<file path="config.mk">
export PLATFORM = sky130hd
export DESIGN_NAME = ordered_dither_crossfade
export DESIGN_NICKNAME = d
export VERILOG_FILES = /design/src/rtl/odx_pkg.sv /design/src/rtl/ordered_dither_crossfade.sv
export SDC_FILE = /design/constraint.sdc
export NUM_CORES = 1
export LEC_CHECK = 0
export BUFFER_PORTS_ARGS = -buffer_cell sky130_fd_sc_hd__buf_2
export CAP_MARGIN = 10
export CORE_MARGIN = 2
export CORE_UTILIZATION = 40
export DETAILED_ROUTE_END_ITERATION = 6
export GPL_TIMING_DRIVEN = 0
export SLEW_MARGIN = 0
export SYNTH_ARGS = -nofsm -noshare
export SYNTH_HDL_FRONTEND = slang
export SYNTH_SLANG_ARGS = --single-unit
</file>
<file path="constraint.sdc">
create_clock -name clk -period 3.05 [get_ports clk]
set_input_delay 0.7625 -clock clk [delete_from_list [all_inputs] [get_ports clk]]
set_output_delay 0.7625 -clock clk [all_outputs]
set_load 0.05 [all_outputs]
</file>
<file path="src/rtl/odx_pkg.sv">
package odx_pkg;

	// frame size limits
	localparam int MAX_WIDTH  = 256;
	localparam int MAX_HEIGHT = 256;

	// configuration register widths and reset values
	localparam int CFG_W       = 9;
	localparam int DIM_W       = 9;
	localparam int STEP_W      = 5;
	localparam int CFG_IDX_W   = 2;
	localparam logic [DIM_W-1:0]  WIDTH_RST  = DIM_W'(240);
	localparam logic [DIM_W-1:0]  HEIGHT_RST = DIM_W'(240);
	localparam logic [STEP_W-1:0] STEP_RST   = '0;

	// register indexes
	typedef enum logic [CFG_IDX_W-1:0] {
		REG_FRAME_WIDTH  = 2'd0,
		REG_FRAME_HEIGHT = 2'd1,
		REG_BLEND_STEP   = 2'd2
	} cfg_reg_t;

	// counter and geometry widths
	localparam int ROW_BYTES_MAX = MAX_WIDTH / 8;
	localparam int COL_W  = (ROW_BYTES_MAX > 1) ? $clog2(ROW_BYTES_MAX) : 1;
	localparam int ROW_W  = (MAX_HEIGHT > 1) ? $clog2(MAX_HEIGHT) : 1;
	localparam int WMAX_W = $clog2(MAX_WIDTH + 1);
	localparam int HMAX_W = $clog2(MAX_HEIGHT + 1);
	localparam int WEXT_W = (WMAX_W > DIM_W) ? WMAX_W : DIM_W;
	localparam int HEXT_W = (HMAX_W > DIM_W) ? HMAX_W : DIM_W;

	// 4x4 bayer threshold for (x & 3, y & 3)
	function automatic logic [3:0] bayer_thr(input logic [1:0] y, input logic [1:0] x);
		logic [3:0] t;
		case ({y, x})
			4'd0:  t = 4'd0;
			4'd1:  t = 4'd8;
			4'd2:  t = 4'd2;
			4'd3:  t = 4'd10;
			4'd4:  t = 4'd12;
			4'd5:  t = 4'd4;
			4'd6:  t = 4'd14;
			4'd7:  t = 4'd6;
			4'd8:  t = 4'd3;
			4'd9:  t = 4'd11;
			4'd10: t = 4'd1;
			4'd11: t = 4'd9;
			4'd12: t = 4'd15;
			4'd13: t = 4'd7;
			4'd14: t = 4'd13;
			4'd15: t = 4'd5;
			default: t = 4'd0;
		endcase
		return t;
	endfunction

endpackage

</file>
<file path="src/rtl/ordered_dither_crossfade.sv">
// Ordered-dither crossfade of two 1-bit-per-pixel frames.
// Slave stream: one beat per byte position, tdata carries the source byte
// and the target byte of the same position, packed MSB-first raster order.
// Master stream: one beat per slave beat, tdata is the blended byte (pixels
// past the frame width are zero), tlast marks the last byte of the frame.
// The block counts byte column and pixel row itself; after the beat with
// tlast both counters return to zero.
// Configuration: cfg_we writes cfg_data into register cfg_index
// (0 frame_width, 1 frame_height, 2 blend_step); write only while idle.
// A taken beat goes into the result register, which drives the master
// side. Throughput: one beat per cycle while m_axis_tready is high, set
// by the single result register; the slave side stays ready whenever
// that register is empty or is being drained in the same cycle.
// Stall: while m_axis_tready is low a held result keeps its value and
// s_axis_tready drops, so no beat is lost or repeated.
// Reset: arst_n clears the counters and the result valid flag, and loads
// width 240, height 240, blend step 0.
module ordered_dither_crossfade (
	input  logic                          clk,
	input  logic                          arst_n,
	input  logic                          s_axis_tvalid,
	output logic                          s_axis_tready,
	input  logic [15:0]                   s_axis_tdata,  // from_byte[7:0], to_byte[15:8]
	output logic                          m_axis_tvalid,
	input  logic                          m_axis_tready,
	output logic [7:0]                    m_axis_tdata,  // out_byte[7:0]
	output logic                          m_axis_tlast,
	input  logic                          cfg_we,
	input  logic [odx_pkg::CFG_IDX_W-1:0] cfg_index,
	input  logic [odx_pkg::CFG_W-1:0]     cfg_data
);
	import odx_pkg::*;

	logic [DIM_W-1:0]  frame_width_q;
	logic [DIM_W-1:0]  frame_height_q;
	logic [STEP_W-1:0] blend_step_q;
	logic [COL_W-1:0]  byte_col_q;
	logic [ROW_W-1:0]  pixel_row_q;
	logic              out_valid_q;
	logic [7:0]        out_byte_q;
	logic              out_last_q;

	logic [7:0]        from_byte;
	logic [7:0]        to_byte;
	logic              in_beat;
	logic [WEXT_W-1:0] w_ext;
	logic [WEXT_W-1:0] w_clamp;
	logic [WEXT_W-1:0] last_col;
	logic [WEXT_W-1:0] col_ext;
	logic [WEXT_W-1:0] x_base;
	logic [HEXT_W-1:0] h_ext;
	logic [HEXT_W-1:0] h_clamp;
	logic [HEXT_W-1:0] row_ext;
	logic              col_end;
	logic              row_end;
	logic [7:0]        blend;

	assign from_byte = s_axis_tdata[7:0];
	assign to_byte   = s_axis_tdata[15:8];

	// handshake: take a beat when the result slot is free or draining
	assign s_axis_tready = !out_valid_q || m_axis_tready;
	assign in_beat       = s_axis_tvalid && s_axis_tready;

	// configuration registers
	always_ff @(posedge clk or negedge arst_n) begin
		if (!arst_n) begin
			frame_width_q  <= WIDTH_RST;
			frame_height_q <= HEIGHT_RST;
			blend_step_q   <= STEP_RST;
		end else if (cfg_we) begin
			case (cfg_reg_t'(cfg_index))
				REG_FRAME_WIDTH:  frame_width_q  <= cfg_data[DIM_W-1:0];
				REG_FRAME_HEIGHT: frame_height_q <= cfg_data[DIM_W-1:0];
				REG_BLEND_STEP:   blend_step_q   <= cfg_data[STEP_W-1:0];
				default: ;
			endcase
		end
	end

	// clamped geometry and end-of-row / end-of-frame detection
	always_comb begin
		w_ext = WEXT_W'(frame_width_q);
		if (w_ext == '0)
			w_clamp = WEXT_W'(1);
		else if (w_ext > WEXT_W'(MAX_WIDTH))
			w_clamp = WEXT_W'(MAX_WIDTH);
		else
			w_clamp = w_ext;
		last_col = (w_clamp - WEXT_W'(1)) >> 3;
		col_ext  = WEXT_W'(byte_col_q);
		col_end  = col_ext >= last_col;
		x_base   = col_ext << 3;

		h_ext = HEXT_W'(frame_height_q);
		if (h_ext == '0)
			h_clamp = HEXT_W'(1);
		else if (h_ext > HEXT_W'(MAX_HEIGHT))
			h_clamp = HEXT_W'(MAX_HEIGHT);
		else
			h_clamp = h_ext;
		row_ext = HEXT_W'(pixel_row_q);
		row_end = row_ext >= (h_clamp - HEXT_W'(1));
	end

	// per-pixel dither select, bit 7 is the leftmost pixel
	always_comb begin
		for (int b = 0; b < 8; b++) begin
			if ((x_base + WEXT_W'(b)) >= w_clamp)
				blend[7-b] = 1'b0;
			else if ({1'b0, bayer_thr(row_ext[1:0], 2'(b))} < blend_step_q)
				blend[7-b] = to_byte[7-b];
			else
				blend[7-b] = from_byte[7-b];
		end
	end

	// byte column and pixel row counters
	always_ff @(posedge clk or negedge arst_n) begin
		if (!arst_n) begin
			byte_col_q  <= '0;
			pixel_row_q <= '0;
		end else if (in_beat) begin
			if (col_end) begin
				byte_col_q <= '0;
				if (row_end)
					pixel_row_q <= '0;
				else
					pixel_row_q <= pixel_row_q + ROW_W'(1);
			end else begin
				byte_col_q <= byte_col_q + COL_W'(1);
			end
		end
	end

	// result register valid flag
	always_ff @(posedge clk or negedge arst_n) begin
		if (!arst_n)
			out_valid_q <= 1'b0;
		else if (in_beat)
			out_valid_q <= 1'b1;
		else if (m_axis_tready)
			out_valid_q <= 1'b0;
	end

	// result payload
	always_ff @(posedge clk) begin
		if (in_beat) begin
			out_byte_q <= blend;
			out_last_q <= col_end && row_end;
		end
	end

	assign m_axis_tvalid = out_valid_q;
	assign m_axis_tdata  = out_byte_q;
	assign m_axis_tlast  = out_last_q;

endmodule

</file>
==> results of run 1 <==
==> logic make-up after synthesis <==
group	synth area share, %
simple gates	16.88
mux	10.14
compound gates	18.60
buf+inv	3.671
flops	38.47
xor+xnor	0.2794
fa+ha+maj	11.97
==> through the flow <==
step / instances / instance area (sq um)
2_1_floorplan: 310 / 3137
3_3_place_gp: 454 / 3475
3_5_place_dp: 454 / 3475
4_1_cts: 470 / 3671
5_1_grt: 477 / 3841
6_report: 477 / 3841
==> cells in the final DEF (no fill, tap or decap), types with 3 or more instances in the layout <==
| master | Yosys | routed |
|---|---|---|
| and3_1 | 4 | 3 |
| o21ai_0 | 19 | 13 |
| nor3_1 | 9 | 8 |
| clkbuf_8 | 0 | 5 |
| mux2_2 | 22 | 22 |
| dfrtp_1 | 29 | 26 |
| nor2b_1 | 7 | 7 |
| nand2_1 | 21 | 21 |
| nand2b_1 | 13 | 13 |
| nor2_1 | 10 | 8 |
| a211oi_1 | 8 | 7 |
| mux2i_1 | 7 | 7 |
| edfxtp_1 | 9 | 9 |
| a21oi_1 | 13 | 12 |
| ha_1 | 30 | 27 |
| inv_1 | 20 | 20 |
| buf_2 | 2 | 43 |
| nand3_1 | 6 | 6 |
| o211ai_1 | 4 | 4 |
| buf_4 | 0 | 14 |
| o21ai_1 | 0 | 4 |
| buf_6 | 2 | 5 |
| o22ai_1 | 4 | 4 |
| o21a_1 | 6 | 6 |
| ha_2 | 0 | 3 |
| o221ai_1 | 6 | 5 |
| dfstp_2 | 8 | 8 |
| nor4_1 | 3 | 3 |
| or2_2 | 5 | 5 |
| dfrtp_2 | 0 | 3 |
==> state kept, by name, indices dropped and copies added (netlist names) <==
| register | cells |
|---|---|
| frame_height_q | 9 |
| frame_width_q | 9 |
| m_axis_tdata | 8 |
| pixel_row_q | 8 |
| blend_step_q | 5 |
| byte_col_q | 5 |
| m_axis_tlast | 1 |
| m_axis_tvalid | 1 |
==> what timing repair did <==
item | CTS | global route
resized for setup | 10 | 33
setup buffers | 8 | 7
pin swaps | 3 | 12
cloned | 0 | 0
setup endpoints to repair | 12 | 12
==> how the worst max path moves through the flow <==
stage,start,to,slack (ns),depth (start not counted)
6_report,frame_height_q[6],pixel_row_q[2],0.1,13
5_1_grt,frame_height_q[6],pixel_row_q[2],-0.06,13
4_1_cts,frame_height_q[3],m_axis_tlast,0.001,13
3_5_place_dp,frame_height_q[2],m_axis_tlast,-0.60,13
3_3_place_gp,frame_height_q[2],m_axis_tlast,-0.51,13
2_1_floorplan,frame_height_q[2],m_axis_tlast,0.05,13
==> critical path, cell delays in order, from the launching register on <==
cell,delay (ns)
dfstp_2,0.41
nor3_4,0.21
and3_4,0.21
o21ai_2,0.06
ha_2,0.19
buf_6,0.13
o41ai_1,0.07
o21ai_1,0.15
a22oi_2,0.20
ha_2,0.29
o21a_1,0.22
o221ai_4,0.31
o21ai_4,0.14
o311ai_2,0.26
==> cell type report <==
type	instances	area, sq um	area share, %
tap	102	127.6	3.322
buffer	6	53.80	1.401
timing repair buffer	57	326.6	8.502
inverter	20	75.07	1.954
sequential	46	1210	31.50
multi-input combinational	238	1956	50.91
clock buffer	5	68.82	1.792
clock inverter	3	23.77	0.6189
==> per-layer routing <==
| layer | up-vias | track usage [%] | wire length (microns) |
|---|---|---|---|
| li1 | 1300 | - | - |
| met1 | 1194 | 23.07 | 3344 |
| met2 | 47 | 26.64 | 3175 |
| met3 | 7 | 2.848 | 287 |
| met4 | 0 | 4.104 | 106 |
| met5 | - | 0 | 0 |
==> power by group through the flow <==
stage	sequential [W]	clock, W	combinational [W]
6_report	0.00102	0.000395	0.00185
2_1_floorplan	0.00108	0	0.00112
3_5_place_dp	0.00102	0	0.00155
3_3_place_gp	0.00102	0	0.00150
4_1_cts	0.00101	0.000414	0.00168
5_1_grt	0.00105	0.000438	0.00207
==> impl_metrics.env, run 1 <==
export IMPL_grt_max_degree=38
export IMPL_critPathArrivalTime_ns=3.16
export IMPL_status="complete, no violations"
export IMPL_switching_share_pct=43.43
export IMPL_synth_distinct_cells=54
export IMPL_post_route_period_util_pct=96.85
export IMPL_yosys_warnings=0
export IMPL_antenna_found_initial=0
export IMPL_synth_edf_count=9
export IMPL_r2r_end="pixel_row_q[2]"
export IMPL_cp_data_required_time_ns=3.26
export IMPL_async_flop_share_pct=80.43
export IMPL_powerDensity_nw_per_um2=848.7
export IMPL_grt_overflow=0
export IMPL_clk_path_buf_depth=2
export IMPL_ys_seq_elements=46
export IMPL_dr_first_iter_drc_count=128
export IMPL_ys_flop_type="dfrtp_1"
export IMPL_finalHoldViolations=0
export IMPL_root_buffer="clkbuf_8"
export IMPL_fillers=740
export IMPL_place_ws_ns=-0.6006
export IMPL_regToRegStartpoint="frame_height_q[6]"
export IMPL_crit_path_end_kind="flip-flop"
export IMPL_cts_hold_fix_buffers=0
export IMPL_grt_total_usage_pct=16.50
export IMPL_post_route_min_period_ns=2.954
export IMPL_synth_common_cells="ha_1 (30), dfrtp_1 (29), mux2_2 (22)"
export IMPL_tightest_slew_ns=0.8475
export IMPL_yosysMostFrequentCell="ha_1"
export IMPL_clk_pin_slew_ns=0.10
export IMPL_place_gp_congestion=0.7798
export IMPL_dr_pass1_iters=4
export IMPL_dieArea_sq_um=8563
export IMPL_critPathKind="reg2reg"
export IMPL_cts_num_sinks=46
export IMPL_fmax_mhz=338.5
export IMPL_ff2ff_setup_slack_ns=0.1
export IMPL_die_h_microns=92.54
export IMPL_drtAntennaViolNets=0
export IMPL_leakage_nw=1.681
export IMPL_row_count=32
export IMPL_start_util_pct=41.00
export IMPL_p_total_w=0.003260
export IMPL_final_max_slew_viol_count=0
export IMPL_synth_top_cell_area_share_pct=23.14
export IMPL_wirelength_microns=6914
export IMPL_ys_seq_area_share_pct=38.47
export IMPL_clk_latency_ns=0.30
export IMPL_min_to="blend_step_q[1]"
export IMPL_crit_path_start_kind="flip-flop"
export IMPL_cts_buffers=5
export IMPL_min_path_cells=1
export IMPL_syn_num_nets=372
export IMPL_fin_nets=436
export IMPL_cts_tree="built"
export IMPL_path_max_fanout=8
export IMPL_grt_pass1_vias=2455
export IMPL_p_switching_w=0.001416
export IMPL_pwr_share_comb_pct=56.7
export IMPL_syn_area_per_cell_sq_um=10.11
export IMPL_wl_per_cell_microns=14.49
export IMPL_ios=43
export IMPL_fin_worst_skew_ns=0.007333
export IMPL_worstHoldStart="blend_step_q[1]"
export IMPL_synth_largest_area_cell="dfrtp_1"
export IMPL_area_growth_synth_to_final_pct=22.51
export IMPL_hpwl_microns=5105
export IMPL_clkPwrFrac_pct=12.1
export IMPL_syn_area_sq_um=3136
export IMPL_worstHoldPathType="reg2reg"
export IMPL_final_layout_size_suffix_gt1_share_pct=36.27
export IMPL_power_share_sequential_pct=31.2
export IMPL_fin_setup_tns_ns=0
export IMPL_dr_total_vias=2548
export IMPL_timing_hold_ws_ns=0.5165
export IMPL_peakVddDrop_uv=260.6
export IMPL_finalSetupViolCount=0
export IMPL_io_buffers=42
export IMPL_ys_top_cells_by_area="dfrtp_1 (23%), ha_1 (12%), edfxtp_1 (8.6%)"
export IMPL_antenna_cells=0
export IMPL_p_int_w=0.001844
export IMPL_relSlewSlack_pct=43.50
export IMPL_post_route_util_pct=50.23
export IMPL_htreeDepth=2
export IMPL_drc=0
export IMPL_syn_inst=310
export IMPL_reg2reg_depth=13
export IMPL_grt_pass1_wl_microns=11430
export IMPL_core_area_sq_um=7647
export IMPL_die_x_microns=92.54
export IMPL_via_per_inst=5.342
export IMPL_drv_cap=0
export IMPL_fin_ws_ns=0.09610
(Power assumes the default switching activity.)
==> inputs of run 2 (changes only) <==
MAX_ROUTING_LAYER = met4   (was unset)
==> run 2 against run 1 <==
Die area stayed put. Wire length is 0.19% higher. Total power hardly changed. Critical endpoint unchanged.
==> impl_metrics.env, run 2 (synthesized netlist as in run 1, its figures left out) <==
export IMPL_crit_path_start_kind="flip-flop"
export IMPL_dr_first_iter_drc_count=137
export IMPL_relSlewSlack_pct=43.07
export IMPL_place_gp_congestion=0.7905
export IMPL_path_max_fanout=8
export IMPL_finalHoldViolations=0
export IMPL_critPathArrivalTime_ns=3.17
export IMPL_antenna_found_initial=0
export IMPL_io_buffers=42
export IMPL_clk_path_buf_depth=2
export IMPL_dieArea_sq_um=8563
export IMPL_grt_overflow=0
export IMPL_critPathKind="reg2reg"
export IMPL_area_growth_synth_to_final_pct=22.51
export IMPL_fin_worst_skew_ns=0.007348
export IMPL_grt_pass1_vias=2452
export IMPL_wl_per_cell_microns=14.52
export IMPL_worst_path_buf_inv=1
export IMPL_crit_path_end_kind="flip-flop"
export IMPL_worstHoldPathType="reg2reg"
export IMPL_ff2ff_setup_slack_ns=0.09
export IMPL_grt_max_degree=38
export IMPL_tightest_slew_ns=0.8539
export IMPL_cp_data_required_time_ns=3.26
export IMPL_powerDensity_nw_per_um2=848.5
export IMPL_drv_cap=0
export IMPL_via_per_inst=5.342
export IMPL_row_count=32
export IMPL_dr_pass1_iters=4
export IMPL_drtAntennaViolNets=0
export IMPL_peakVddDrop_uv=259.2
export IMPL_wirelength_microns=6927
export IMPL_cts_buffers=5
export IMPL_start_util_pct=41.00
export IMPL_cpMaxStageDelayCell="dfstp_2"
export IMPL_fin_area_sq_um=3841
export IMPL_status="complete, no violations"
export IMPL_cts_tree="built"
export IMPL_clk_pin_slew_ns=0.10
export IMPL_final_cell_mix="buf_2 (43), ha_1 (27), dfrtp_1 (26), mux2_2 (22), nand2_1 (21)"
export IMPL_drc=0
export IMPL_grt_pass1_wl_microns=11450
export IMPL_final_common_cell="buf_2"
export IMPL_reg_largest_list="frame_height_q: 9 flops, frame_width_q: 9 flops"
export IMPL_finalSetupViolCount=0
export IMPL_clk_latency_ns=0.30
export IMPL_dpl_cell_area_sq_um=3475
export IMPL_path_delay_family="compound AO/OA/AOI/OAI gates"
export IMPL_fin_nets=436
export IMPL_ios=43
export IMPL_leakage_nw=1.681
export IMPL_antenna_cells=0
export IMPL_cp_slowest_stage_delay_ns=0.42
export IMPL_root_buffer="clkbuf_8"
export IMPL_die_h_microns=92.54
export IMPL_final_max_slew_viol_count=0
export IMPL_grt_total_usage_pct=16.96
export IMPL_post_route_period_util_pct=96.96
export IMPL_cts_num_sinks=46
export IMPL_core_area_sq_um=7647
export IMPL_path_cells="nor3_4, and3_4, o21ai_2, ha_2, buf_6, o41ai_1, o21ai_1, a22oi_2, ha_2, o21a_1, o221ai_4, o21ai_4, o311ai_2"
export IMPL_hpwl_microns=5105
export IMPL_dr_total_vias=2548
export IMPL_fillers=740
export IMPL_post_route_min_period_ns=2.957
export IMPL_crit_path_frequent_cell="ha_2"
export IMPL_die_x_microns=92.54
export IMPL_final_layout_size_suffix_gt1_share_pct=36.27
export IMPL_p_total_w=0.003259
export IMPL_htreeDepth=2
export IMPL_fmax_mhz=338.1
==> run 2: cell counts in the layout (fill, tap and decap cells not counted) <==
Identical to the previous run, type by type.
==> run 2: metrics by stage <==
stage | instances | util, % | hold slack (ns) | TNS, ns | worst slack [ns]
floorplan | 310 | - | 0.4669 | 0 | 0.04999
global placement | 454 | 45.44 | 0.4915 | -2.982 | -0.5075
detailed placement | 454 | 45.44 | 0.4998 | -3.875 | -0.6006
CTS | 470 | 48.00 | 0.5220 | 0 | 0.001309
global route | 477 | 50.23 | 0.5380 | -0.1574 | -0.05320
finish | 477 | 50.23 | 0.5165 | 0 | 0.09257
==> run 2: path summary, 6_finish.rpt <==
check / from / endpoint / cells after the start
hold reg to reg: blend_step_q[1] / blend_step_q[1] / 1
setup reg to reg: frame_height_q[6] / pixel_row_q[2] / 13
min in group asynchronous: arst_n / byte_col_q[0] / 1
max in group asynchronous: arst_n / frame_height_q[2] / 1
setup / recovery: frame_height_q[6] / pixel_row_q[2] / 13
hold / removal: blend_step_q[1] / blend_step_q[1] / 1
==> run 2: cell type report <==
type,instances,area (sq um),share of cell area [%]
multi-input cells,238,1956,50.91
flip-flops and latches,46,1210,31.50
repair buffers,57,326.6,8.502
well taps,102,127.6,3.322
inverters,20,75.07,1.954
clock buffers,5,68.82,1.792
plain buffers,6,53.80,1.401
clock inverters,3,23.77,0.6189
==> run 2: report_power, final <==
group          switching, W  total [W]  internal (W)
Sequential         0.000187    0.00102      0.000828
Clock              0.000230   0.000395      0.000164
Combinational      0.000998    0.00185      0.000851
Total               0.00142    0.00326       0.00184
==> run 2: metal layers <==
layer  wire (microns)  GRT usage (%)  share of wire, %
met5                0              -                 0
met2             3167          26.70                46
met1             3364          23.22                49
met3              286          2.522               4.1
met4              108          4.104               1.6
==> run 2: what timing repair did <==
action	in CTS	in global routing
gates resized for setup	10	33
pin swaps	3	12
endpoints found under the setup margin	12	12
setup buffers	8	7
hold buffers	0	0
==> run 2: worst reg2reg max path: cells and delay by family (launching register included) <==
kind / cells / cell delay, ns
AO/OA/AOI/OAI: 8 / 1.43
AND/OR/NAND/NOR: 2 / 0.43
adder cells (fa/ha/maj): 2 / 0.48
buffers and inverters: 1 / 0.13
flip-flops: 1 / 0.42
==> inputs of run 3 (changes only) <==
ABC_AREA = 1   (was unset)
==> run 3 against run 2 <==
First-iteration DRC count decreased by 12%. Final cell count increased by 20%. Flip-flop and latch count is the same. Area after synthesis grew 1.9%. Worst setup slack gained 0.10 ns. Global-route usage grew 0.56 points. Sequential share of layout area is 0.93 points higher. Critical path type unchanged. Critical endpoint is now pixel_row_q[6]. Largest cell class unchanged. Highest routed layer unchanged.
==> impl_metrics.env, run 3 <==
export IMPL_final_common_cell="nand2_1"
export IMPL_via_per_inst=4.802
export IMPL_cts_buffers=5
export IMPL_place_inst=560
export IMPL_met3_length_microns=320
export IMPL_fillers=766
export IMPL_core_area_sq_um=7727
export IMPL_routed_top_layer="met4"
export IMPL_rsz0062_at_grt="true"
export IMPL_area_growth_synth_to_final_pct=16.45
export IMPL_fin_cells=571
export IMPL_grt_pass1_vias=2598
export IMPL_p_int_w=0.001530
export IMPL_p_switching_w=0.001359
export IMPL_final_layout_size_suffix_gt1_share_pct=19.62
export IMPL_async_flop_share_pct=80.43
export IMPL_synth_common_cells="nand2_1 (107), inv_1 (57), nor2_1 (33)"
export IMPL_die_h_microns=93.37
export IMPL_relSlewSlack_pct=43.02
export IMPL_fin_nets=530
export IMPL_timing_hold_ws_ns=0.4914
export IMPL_status="complete, no violations"
export IMPL_synth_simple_area_share_pct=25.93
export IMPL_fin_ws_ns=0.1935
export IMPL_met2WireLength_microns=3166
export IMPL_synth_top_cell_area_share_pct=22.72
export IMPL_drtAntennaViolNets=0
export IMPL_grt_max_degree=38
export IMPL_ys_seq_area_share_pct=37.76
export IMPL_row_count=32
export IMPL_dr_first_iter_drc_count=121
export IMPL_synth_largest_area_cell="dfrtp_1"
export IMPL_grt_overflow=0
export IMPL_ys_top_cells_by_area="dfrtp_1 (23%), nand2_1 (13%), ha_1 (12%)"
export IMPL_synth_distinct_cells=40
export IMPL_switching_share_pct=47.05
export IMPL_start_util_pct=41.34
export IMPL_synth_top_family_by_area="simple AND/OR/NAND/NOR gates"
export IMPL_finalHoldViolations=0
export IMPL_antenna_cells=0
export IMPL_hpwl_microns=5489
export IMPL_worstHoldPathType="reg2reg"
export IMPL_yosys_warnings=0
export IMPL_grt_pass1_wl_microns=11930
export IMPL_drc=0
export IMPL_cts_tree="built"
export IMPL_syn_inst=416
export IMPL_yosysMostFrequentCell="nand2_1"
export IMPL_syn_num_nets=478
export IMPL_powerDensity_nw_per_um2=776.6
export IMPL_dr_total_vias=2742
export IMPL_reg_largest_list="frame_height_q: 9 flops, frame_width_q: 9 flops"
export IMPL_root_buffer="clkbuf_8"
export IMPL_dr_pass1_iters=4
export IMPL_io_buffers=42
export IMPL_ios=43
export IMPL_critPathArrivalTime_ns=3.05
export IMPL_p_total_w=0.002889
export IMPL_cp_data_required_time_ns=3.24
export IMPL_syn_area_per_cell_sq_um=7.679
export IMPL_post_route_period_util_pct=93.65
export IMPL_crit_path_end_kind="flip-flop"
export IMPL_power_share_sequential_pct=32.6
export IMPL_post_route_min_period_ns=2.856
export IMPL_post_route_util_pct=48.14
export IMPL_final_max_slew_viol_count=0
export IMPL_ys_flop_type="dfrtp_1"
export IMPL_drt_met1_wl_microns=3627
export IMPL_grt_total_usage_pct=17.53
export IMPL_synth_fa_ha_area_share_pct=11.75
export IMPL_synthMuxAreaShare_pct=0
export IMPL_clk_latency_ns=0.30
export IMPL_path_max_fanout=5
export IMPL_clk_path_buf_depth=2
export IMPL_syn_area_sq_um=3194
export IMPL_synth_compound_area_share_pct=12.38
export IMPL_crit_path_start_kind="flip-flop"
export IMPL_synth_xor_area_share_pct=4.387
export IMPL_place_gp_congestion=0.8347
export IMPL_fin_worst_skew_ns=0.01492
export IMPL_fmax_mhz=350.1
export IMPL_wirelength_microns=7159
export IMPL_pwr_share_comb_pct=54.8
export IMPL_dieArea_sq_um=8717
export IMPL_critPathKind="reg2reg"
export IMPL_finalSetupViolCount=0
export IMPL_tightest_slew_ns=0.8547
export IMPL_ys_seq_elements=46
export IMPL_synth_edf_count=9
export IMPL_drv_cap=0
export IMPL_final_cell_mix="nand2_1 (104), inv_1 (57), buf_2 (43), nor2_1 (32)"
export IMPL_clkPwrFrac_pct=12.6
export IMPL_htreeDepth=2
export IMPL_wl_per_cell_microns=12.54
export IMPL_cts_num_sinks=46
export IMPL_die_x_microns=93.37
export IMPL_clk_pin_slew_ns=0.09
export IMPL_leakage_nw=1.962
export IMPL_antenna_found_initial=0
export IMPL_place_ws_ns=0.002589
export IMPL_peakVddDrop_uv=243.3
==> run 3: cell count changes in the layout (fill, tap and decap cells not counted), sizes merged, moves of 7 or more <==
cell,previous run,this run
buf,62,45
a211oi,8,0
nand2b,14,0
inv,21,60
nand3,6,24
a21oi,14,21
nand2,21,112
xor2,0,15
nor2,10,35
o21ai,20,39
mux2i,7,0
mux2,22,0
nor2b,7,0
==> run 3: critical path, stage by stage (launching register included) <==
cell	delay, ns
dfstp_2	0.56
inv_1	0.06
nand2_2	0.08
nor3_1	0.06
nor2_1	0.20
inv_2	0.09
nand2_4	0.09
ha_4	0.15
nand3_4	0.10
nor3_4	0.14
xor2_1	0.09
ha_1	0.30
nand2_1	0.05
inv_1	0.07
nand3_1	0.06
or3_4	0.34
nand3_4	0.10
nand2_4	0.09
nand3_1	0.10
nand2_1	0.05
==> run 3: cell type report <==
cell class	count	area (sq um)	area share [%]
Buffer	3	12.51	0.3364
Clock buffer	6	72.57	1.951
Inverter	63	236.5	6.357
Sequential cell	46	1206	32.43
Multi-Input combinational cell	305	1829	49.18
Clock inverter	2	10.01	0.2691
Timing Repair Buffer	44	225.2	6.054
Tap cell	102	127.6	3.431
==> run 3: stage by stage <==
stage	cell area [sq um]	setup TNS, ns
6_report	3720	0
5_1_grt	3720	-0.06895
4_1_cts	3615	0
3_5_place_dp	3532	0
3_3_place_gp	3532	0
2_1_floorplan	3194	0
==> run 3: power by group through the flow <==
stage / Sequential, W / Combinational, W / Clock (W)
global route: 0.000965 / 0.00181 / 0.000411
CTS: 0.000943 / 0.00152 / 0.000379
floorplan: 0.00108 / 0.00103 / 0
global placement: 0.000948 / 0.00147 / 0
detailed placement: 0.000951 / 0.00151 / 0
finish: 0.000941 / 0.00158 / 0.000364
==> run 3: cell families after synthesis <==
family,after synthesis
buffers and inverters,66
AO/OA/AOI/OAI,69
AND/OR/NAND/NOR,189
adder cells (fa/ha/maj),30
flip-flops,46
XOR/XNOR,16
==> run 3: final timing paths <==
| path | startpoint | slack, ns | cells past startpoint | to |
|---|---|---|---|---|
| worst max-delay path | frame_height_q[4] | 0.19 | 19 | pixel_row_q[6] |
| worst min-delay path | blend_step_q[2] | 0.49 | 2 | blend_step_q[2] |
| worst max register to register | frame_height_q[4] | 0.19 | 19 | pixel_row_q[6] |
| worst min register to register | blend_step_q[2] | 0.49 | 2 | blend_step_q[2] |
| max in group asynchronous | arst_n | 1.94 | 1 | blend_step_q[3] |
| min in group asynchronous | arst_n | 0.56 | 1 | byte_col_q[4] |
==> run 3: layer usage <==
metal / global-route usage (%) / vias to the layer above
li1: - / 1460
met2: 28.18 / 57
met1: 23.79 / 1221
met4: 2.941 / 0
met5: - / -
met3: 2.981 / 4
==> run 3: timing repair <==
action / 4_1_cts / 5_1_grt
endpoints found under the setup margin: 0 / 9
resized for setup: 0 / 17
hold buffers: 0 / 0
setup buffers: 0 / 2
